<file path="config.mk">
export PLATFORM = sky130hd
export DESIGN_NAME = lzss_core
export DESIGN_NICKNAME = d
export VERILOG_FILES = /design/src/rtl/core/lzss_pkg.sv /design/src/rtl/core/lzss_core.sv
export SDC_FILE = /design/constraint.sdc
export NUM_CORES = 1
export LEC_CHECK = 0
export BUFFER_PORTS_ARGS = -buffer_cell sky130_fd_sc_hd__buf_2
export CORE_AREA = 5 5 103 105
export CTS_CLUSTER_DIAMETER = 100
export DETAILED_ROUTE_END_ITERATION = 10
export DIE_AREA = 0 0 108 110
export GPL_ROUTABILITY_DRIVEN = 0
export PLACE_DENSITY_LB_ADDON = 0.12
export SETUP_SLACK_MARGIN = 0.1
export SLEW_MARGIN = 20
export SYNTH_ARGS = -nofsm -noshare
export SYNTH_HDL_FRONTEND = slang
export SYNTH_SLANG_ARGS = --single-unit
</file>
<file path="constraint.sdc">
create_clock -name clk_i -period 4.8 [get_ports clk_i]
set_input_delay 0.24 -clock clk_i [delete_from_list [all_inputs] [get_ports clk_i]]
set_output_delay 0.24 -clock clk_i [all_outputs]
set_load 0.02 [all_outputs]
</file>
<file path="src/rtl/core/lzss_pkg.sv">
`timescale 1ns / 1ps

package lzss_pkg;

  localparam int unsigned ADDR_W   = 12;
  localparam int unsigned DEPTH    = 4096;
  localparam int unsigned BYTE_W   = 8;
  localparam int unsigned EPOCH_W  = 8;
  localparam int unsigned MEM_W    = BYTE_W + EPOCH_W;
  localparam int unsigned LEN_W    = 5;
  localparam int unsigned TOK_W    = 9;
  localparam int unsigned CFG_W    = 12;
  localparam int unsigned IDX_W    = 1;

  localparam logic [ADDR_W-1:0]  WINDOW_START_RST = 12'hfee;
  localparam logic [BYTE_W-1:0]  FILL_BYTE_RST    = 8'h00;
  localparam logic [LEN_W-1:0]   LEN_BIAS         = 5'd3;
  localparam logic [TOK_W-1:0]   TOK_MARKER       = 9'h100;
  localparam logic [EPOCH_W-1:0] EPOCH_CLEARED    = '0;
  localparam logic [EPOCH_W-1:0] EPOCH_FIRST      = 8'd1;
  localparam logic [EPOCH_W-1:0] EPOCH_LAST       = '1;

  localparam logic [IDX_W-1:0] REG_WINDOW_START = 1'b0;
  localparam logic [IDX_W-1:0] REG_FILL_BYTE    = 1'b1;

  typedef enum logic [1:0] {
    ST_CLEAR,
    ST_IDLE,
    ST_COPY
  } state_e;

  typedef struct packed {
    logic [ADDR_W-1:0] window_start;
    logic [BYTE_W-1:0] fill_byte;
    logic              ws_load;
  } cfg_t;

  typedef struct packed {
    logic              we;
    logic [ADDR_W-1:0] waddr;
    logic [MEM_W-1:0]  wdata;
    logic              re;
    logic [ADDR_W-1:0] raddr;
  } mem_req_t;

endpackage

</file>
<file path="src/rtl/core/lzss_core.sv">
`timescale 1ns / 1ps

module lzss_core (
  input  logic                       clk_i,
  input  logic                       rst_ni,
  input  lzss_pkg::cfg_t             cfg_i,
  input  logic                       in_valid_i,
  input  logic [7:0]                 compressed_byte_i,
  input  logic                       last_byte_i,
  output logic                       in_stall_o,
  output logic                       out_valid_o,
  input  logic                       out_stall_i,
  output logic [7:0]                 out_byte_o,
  output logic                       run_last_o,
  output lzss_pkg::mem_req_t         mem_req_o,
  input  logic [lzss_pkg::MEM_W-1:0] mem_rdata_i
);

  lzss_pkg::state_e state_q, state_d;

  logic [lzss_pkg::TOK_W-1:0]   tok_q, tok_d;
  logic                         second_q, second_d;
  logic [7:0]                   offl_q, offl_d;
  logic [lzss_pkg::ADDR_W-1:0]  wp_q, wp_d;
  logic [lzss_pkg::EPOCH_W-1:0] epoch_q, epoch_d;
  logic [lzss_pkg::ADDR_W-1:0]  clr_q, clr_d;
  logic [lzss_pkg::ADDR_W-1:0]  src_q, src_d;
  logic [lzss_pkg::LEN_W-1:0]   rd_left_q, rd_left_d;
  logic [lzss_pkg::LEN_W-1:0]   cnt_q, cnt_d;
  logic                         pend_q, pend_d;
  logic                         fwd_q, fwd_d;
  logic [7:0]                   fwd_data_q, fwd_data_d;
  logic                         last_pend_q, last_pend_d;
  logic                         out_valid_q, out_valid_d;
  logic [7:0]                   out_byte_q, out_byte_d;
  logic                         out_last_q, out_last_d;

  logic       out_free, is_lit, is_flag, in_acc;
  logic       consume, issue, copy_done, restart, clr_done;
  logic [7:0] rd_val, cval;

  assign out_free = !out_valid_q || !out_stall_i;
  assign is_flag  = !second_q && (tok_q[lzss_pkg::TOK_W-1:1] == '0);
  assign is_lit   = !second_q && !is_flag && tok_q[0];

  assign in_stall_o = (state_q != lzss_pkg::ST_IDLE) || (is_lit && !out_free);
  assign in_acc     = in_valid_i && !in_stall_o;

  assign consume   = (state_q == lzss_pkg::ST_COPY) && pend_q && out_free;
  assign issue     = (state_q == lzss_pkg::ST_COPY) && (rd_left_q != '0) && (!pend_q || consume);
  assign copy_done = consume && (cnt_q == lzss_pkg::LEN_W'(1));
  assign restart   = (in_acc && last_byte_i && !second_q) || (copy_done && last_pend_q);
  assign clr_done  = (state_q == lzss_pkg::ST_CLEAR) && (clr_q == '1);

  // entries written in an older stream read as the fill byte
  assign rd_val = (mem_rdata_i[lzss_pkg::MEM_W-1:lzss_pkg::BYTE_W] == epoch_q) ?
                  mem_rdata_i[lzss_pkg::BYTE_W-1:0] : cfg_i.fill_byte;
  assign cval   = fwd_q ? fwd_data_q : rd_val;

  always_comb begin
    state_d = state_q;
    case (state_q)
      lzss_pkg::ST_CLEAR: begin
        if (clr_done) state_d = lzss_pkg::ST_IDLE;
      end
      lzss_pkg::ST_IDLE: begin
        if (in_acc && second_q) state_d = lzss_pkg::ST_COPY;
        else if (restart && epoch_q == lzss_pkg::EPOCH_LAST) state_d = lzss_pkg::ST_CLEAR;
      end
      lzss_pkg::ST_COPY: begin
        if (copy_done) begin
          if (restart && epoch_q == lzss_pkg::EPOCH_LAST) state_d = lzss_pkg::ST_CLEAR;
          else state_d = lzss_pkg::ST_IDLE;
        end
      end
      default: state_d = lzss_pkg::ST_CLEAR;
    endcase
  end

  always_comb begin
    tok_d       = tok_q;
    second_d    = second_q;
    offl_d      = offl_q;
    wp_d        = wp_q;
    epoch_d     = epoch_q;
    clr_d       = clr_q;
    src_d       = src_q;
    rd_left_d   = rd_left_q;
    cnt_d       = cnt_q;
    pend_d      = pend_q;
    fwd_d       = fwd_q;
    fwd_data_d  = fwd_data_q;
    last_pend_d = last_pend_q;
    out_valid_d = out_valid_q && out_stall_i;
    out_byte_d  = out_byte_q;
    out_last_d  = out_last_q;
    mem_req_o   = '0;

    case (state_q)
      lzss_pkg::ST_CLEAR: begin
        mem_req_o.we    = 1'b1;
        mem_req_o.waddr = clr_q;
        mem_req_o.wdata = {lzss_pkg::EPOCH_CLEARED, 8'h00};
        clr_d           = clr_q + 1'b1;
        if (clr_done) epoch_d = lzss_pkg::EPOCH_FIRST;
      end
      lzss_pkg::ST_IDLE: begin
        if (in_acc) begin
          if (second_q) begin
            mem_req_o.re    = 1'b1;
            mem_req_o.raddr = {compressed_byte_i[7:4], offl_q};
            src_d           = {compressed_byte_i[7:4], offl_q} + 1'b1;
            cnt_d           = {1'b0, compressed_byte_i[3:0]} + lzss_pkg::LEN_BIAS;
            rd_left_d       = {1'b0, compressed_byte_i[3:0]} + lzss_pkg::LEN_BIAS - 1'b1;
            pend_d          = 1'b1;
            fwd_d           = 1'b0;
            last_pend_d     = last_byte_i;
            tok_d           = tok_q >> 1;
            second_d        = 1'b0;
          end else if (is_flag) begin
            tok_d = {1'b0, compressed_byte_i} | lzss_pkg::TOK_MARKER;
          end else if (is_lit) begin
            mem_req_o.we    = 1'b1;
            mem_req_o.waddr = wp_q;
            mem_req_o.wdata = {epoch_q, compressed_byte_i};
            wp_d            = wp_q + 1'b1;
            out_valid_d     = 1'b1;
            out_byte_d      = compressed_byte_i;
            out_last_d      = 1'b1;
            tok_d           = tok_q >> 1;
          end else begin
            offl_d   = compressed_byte_i;
            second_d = 1'b1;
          end
        end
      end
      lzss_pkg::ST_COPY: begin
        if (consume) begin
          mem_req_o.we    = 1'b1;
          mem_req_o.waddr = wp_q;
          mem_req_o.wdata = {epoch_q, cval};
          wp_d            = wp_q + 1'b1;
          cnt_d           = cnt_q - 1'b1;
          out_valid_d     = 1'b1;
          out_byte_d      = cval;
          out_last_d      = copy_done;
          pend_d          = 1'b0;
          fwd_d           = 1'b0;
        end
        if (issue) begin
          mem_req_o.re    = 1'b1;
          mem_req_o.raddr = src_q;
          src_d           = src_q + 1'b1;
          rd_left_d       = rd_left_q - 1'b1;
          pend_d          = 1'b1;
          // the ram returns old data when the same entry is written this cycle
          fwd_d           = consume && (src_q == wp_q);
          fwd_data_d      = cval;
        end
      end
      default: ;
    endcase

    if (restart) begin
      tok_d    = '0;
      second_d = 1'b0;
      offl_d   = '0;
      wp_d     = cfg_i.window_start;
      epoch_d  = epoch_q + 1'b1;
      clr_d    = '0;
    end
    if (cfg_i.ws_load) begin
      wp_d = cfg_i.window_start;
    end
  end

  always_ff @(posedge clk_i or negedge rst_ni) begin
    if (!rst_ni) begin
      state_q     <= lzss_pkg::ST_CLEAR;
      tok_q       <= '0;
      second_q    <= 1'b0;
      wp_q        <= lzss_pkg::WINDOW_START_RST;
      epoch_q     <= lzss_pkg::EPOCH_CLEARED;
      clr_q       <= '0;
      rd_left_q   <= '0;
      cnt_q       <= '0;
      pend_q      <= 1'b0;
      fwd_q       <= 1'b0;
      last_pend_q <= 1'b0;
      out_valid_q <= 1'b0;
      out_last_q  <= 1'b0;
    end else begin
      state_q     <= state_d;
      tok_q       <= tok_d;
      second_q    <= second_d;
      wp_q        <= wp_d;
      epoch_q     <= epoch_d;
      clr_q       <= clr_d;
      rd_left_q   <= rd_left_d;
      cnt_q       <= cnt_d;
      pend_q      <= pend_d;
      fwd_q       <= fwd_d;
      last_pend_q <= last_pend_d;
      out_valid_q <= out_valid_d;
      out_last_q  <= out_last_d;
    end
  end

  always_ff @(posedge clk_i) begin
    offl_q     <= offl_d;
    src_q      <= src_d;
    fwd_data_q <= fwd_data_d;
    out_byte_q <= out_byte_d;
  end

  assign out_valid_o = out_valid_q;
  assign out_byte_o  = out_byte_q;
  assign run_last_o  = out_last_q;

endmodule

</file>
* After elaboration in Yosys (flattened, before gate mapping) *
Cells that the tools add are included.
W data, S select, Z words.

cells by class
  add/sub/neg operators = 9
  eq/ne operators = 24
  muxes and demuxes = 81
  bitwise gates (word level) = 3
  reduce and logical (&&, ||, !) cells = 51

operators by type and width
  operator                 count
  $mux W12                 12
  $mux W29                 4
  $pmux W29 S3             1
  $mux W8                  10
  $mux W9                  6
  $add A12 B1 Y12 const B  4
  $pmux W12 S2             2
  $mux W42                 1
  $mux W5                  6
  $mux W13                 2
  $pmux W13 S2             1
  $mux W1                  24
  $ne A4 B4 Y1 const B     5
  $pmux W5 S2              2
  $logic_and A1 B1 Y1      18
  $ne A2 B2 Y1 const B     9
  $pmux W8 S2              1
  $sub A5 B1 Y5 const B    3
  $eq A12 B12 Y1           1
  $eq A12 B12 Y1 const B   1
  $reduce_and A4 Y1        3
  $reduce_and A6 Y1        2
  $reduce_bool A2 Y1       5
  $reduce_and A3 Y1        3
  21 further kinds         42

storage, ports and cells
  bits in registers = 95
  bits of input ports = 50
  output and inout bits = 53
  word-level logic and storage cells = 185

* Depth between registers and ports, before layout *
  depth in word-level cells = 16
  gate-level depth with buffers = 10
  gate-level depth less buffers = 8

* Worst setup path before layout *
OpenSTA, ideal clock, no wires.

  path kind = register to register
  from = register state_q[0]
  to = register src_q[10] in the netlist's numbering, data pin
  library setup time = 0.258 ns
  arrival = 2.263 ns
  data required time = 4.542 ns
  path slack = 2.279 ns
  cell stages (with the launch flop) = 11
  path buffers = 3
  period minus slack after synthesis = 2.521 ns
  path through = dfrtp_1 -> inv_1 -> ha_1 -> buf_2 -> buf_2 -> buf_1 -> mux2_2 -> ha_1 -> nand3_1 -> nor2_1 -> xnor2_1

between the ends
  longest elaborated chain between the ends = 2
  elaborated cells on any way between the ends = 3
  classes of those cells = eq/ne: 2; mux: 1

ends and longest elaborated chain
  item                                          RTL line          source
  start, declared                               lzss_core.sv:19   lzss_pkg::state_e state_q, state_d;
  start signal, assigned                        lzss_core.sv:179  state_q <= lzss_pkg::ST_CLEAR;
  start signal, assigned                        lzss_core.sv:193  state_q <= state_d;
  $eq A2 B2 Y1 or $eq A2 B1 Y1 (tied branches)  lzss_core.sv:99   case (state_q)
  $pmux W12 S2 *                                lzss_core.sv:99
  via src_d (one bit)                           lzss_core.sv:27   logic [lzss_pkg::ADDR_W-1:0] src_q, src_d;
  end signal, assigned                          lzss_core.sv:211  src_q <= src_d;
  end, declared                                 lzss_core.sv:27

The timed path passes the listed nets; every way through them passes the cells marked *.
A chain may end at the register's enable or synchronous reset.

==> metrics.txt <==
Hold Slack 0.00860 ns; Post-synth ARST share 62.1%; DRT antenna net count 0; nets 766; worst slew pin tran 1.01 ns; Die Area 11,900 um2; htree depth 3; Setup WS pre-CTS 1.97 ns; largest net degree at the start of global routing 60; Int Pwr 2.05 mW; CTS Sinks 95; biggest area consumer among synthesized cells dfrtp_1; cts bufs inserted 9; Max-slew headroom 32.3%; Syn Nets 671; period utilization 67.1%; Yosys reg bits 95; initial core utilization 59.5%; PortBufs 102; Comb power frac 44.6%; CP Capture Type output pin; WL final 15,000 um; Crit path required time 4.56 ns; Vias/cell 5.92; Final setup viols 0; top cells by area, synth dfrtp_1 (22%), edfxtp_1 (15%), mux2i_1 (5.3%); Clk pwr share 13.9%; Die X-Extent 108 um; Hold Violations, Final 0; Syn Inst Count 609; vias 4,981; routed wire length per instance 17.8 um; die height 110 um; number of global-route vias before repair 4,780; row count 36; fmax 0.310 GHz; Final Core Density 68.0%; area delta synth->final 14.2%; Crit path arrival time 2.98 ns; global-route wire length before repair 23,900 um; Yosys top cell area share 21.6%; initial antenna violation count 0; n_diodes 0; Ys Warns 0; PwrDens 564 nW/um2; Crit Path Max Fanout 48; CTS tree built; I/O pins 103; Power, Total 3.66 mW; register area share after synthesis 43.8%; Sw Ratio 44.1%; Top FF cell, synth dfrtp_1; critical path launch point type register; clk buf depth 2; Overflow after GRT 0; maximum vdd drop 355 uV; EDFF count, synth 28; share of cells above drive strength 1 21.4%; Avg Inst Size Synth 9.33 um2; # resized after CTS 0; first-pass detailed-route iteration total 5; P_leak 2.77 nW; MaxCap Viol Count 0; Netlist cell types 55; clock latency on the worst-skew pair 0.35 ns; Worst Path Class, Setup register to output pin; Root Buffer Master clkbuf_8; Final Critical Period 3.22 ns; GRT Total Usage 25.7%; Reg power frac 41.5%; reg2reg setup slack 1.94 ns; Worst Skew 0.0117 ns; dpl hpwl 10,900 um; Post-CTS Hold Buffers 0; Final TNS setup 0 ns; worst min-delay path category input pin to async pin; P_sw 1.62 mW; status finished, final reports clean; mapped cell area 5680 um2; drt initial violations 336; Reg clk slew, reported paths 0.09 ns; Final Max Tran Viols 0; RSZ-0062 raised after global routing no; setup bufs post-CTS 0; DRC viols 0; CORE AREA 9550 um2; PnR worst setup slack 1.58 ns
[path summary, 6_finish.rpt]
| path | cells after the start | end | start |
|---|---|---|---|
| max | 9 | mem_req_o[9] | state_q[0] |
| min | 2 | rd_left_q[0] | rst_ni |
| max reg2reg | 8 | src_q[1] | state_q[0] |
| min reg2reg | 2 | rd_left_q[1] | rd_left_q[1] |
| max in group asynchronous | 2 | clr_q[5] | rst_ni |
| min in group clk_i | 3 | wp_q[2] | cfg_i[11] |
[final cells by class]
class	instances	area [um2]
flip-flops and latches	95	2490
clock buffers	12	135
well taps	133	166
repair buffers	110	571
clock inverters	4	47.5
inverters	12	45.0
multi-input cells	476	3040
fillers	771	3060
[per-layer routing]
layer | share of wire, % | vias up | wire [um] | global-route usage, %
li1 | - | 2376 | - | -
met4 | 2.9 | 0 | 438 | 11.5
met2 | 49 | 218 | 7260 | 42.5
met3 | 7.2 | 40 | 1080 | 3.38
met1 | 41 | 2347 | 6170 | 34.1
met5 | 0 | - | 0 | 0
[flip-flops by register name (all words and copies together), names as in the netlist, 2 cells and up]
register,flops
rd_left_q,5
fwd_data_q,8
out_byte_o,8
offl_q,8
wp_q,12
tok_q,9
state_q,2
cnt_q,5
clr_q,12
src_q,12
epoch_q,8
[power by group through the flow]
stage	Clock [mW]	Combinational [mW]	Sequential (mW)
3_3_place_gp	0	1.56	1.52
2_1_floorplan	0	1.24	1.42
4_1_cts	0.514	1.62	1.50
6_report	0.508	1.63	1.52
3_5_place_dp	0	1.61	1.52
5_1_grt	0.545	1.80	1.55
[kinds of logic (layout without fill, tap and decap cells)]
logic type	after synthesis	count (layout)	share of synthesized area [%]
fa+ha+maj	12	12	2.64
flops	95	95	43.8
buf+inv	38	138	2.84
xor+xnor	56	56	8.63
mux	36	36	6.47
compound gates	143	143	16.5
simple gates	229	229	19.1
[cells in the final DEF (no fill, tap or decap), types with 17 or more instances in the layout]
cell type	instances
buf_2	102
nor2_1	79
nand2_1	58
dfrtp_1	49
o21ai_0	37
xor2_1	31
mux2i_1	30
a21oi_1	29
edfxtp_1	28
xnor2_1	25
a22o_1	20
nand3_1	17
nand4_1	17
[through the flow]
stage	area (um2)	cells
global route	6490	842
CTS	6490	842
global placement	6310	826
floorplan	5680	609
detailed placement	6310	826
finish	6490	842
[Yosys cell counts, drive strengths merged (13+ instances only)]
library cell   n
a21oi         30
a22o          20
a22oi         13
clkbuf        14
dfrtp         49
edfxtp        28
mux2i         30
nand2         58
nand3         17
nand4         17
nor2          81
o21ai         42
xnor2         25
xor2          31
[critical path: stages, from the launching register on]
cell and delay (ns):
dfrtp_1 0.41, inv_1 0.10, ha_1 0.21, buf_4 0.45
inv_1 0.36, a311oi_2 0.30, buf_4 0.34, a22oi_1 0.15
nor2_1 0.12, buf_2 0.17
Note: power is estimated with default switching activity, not from simulation.
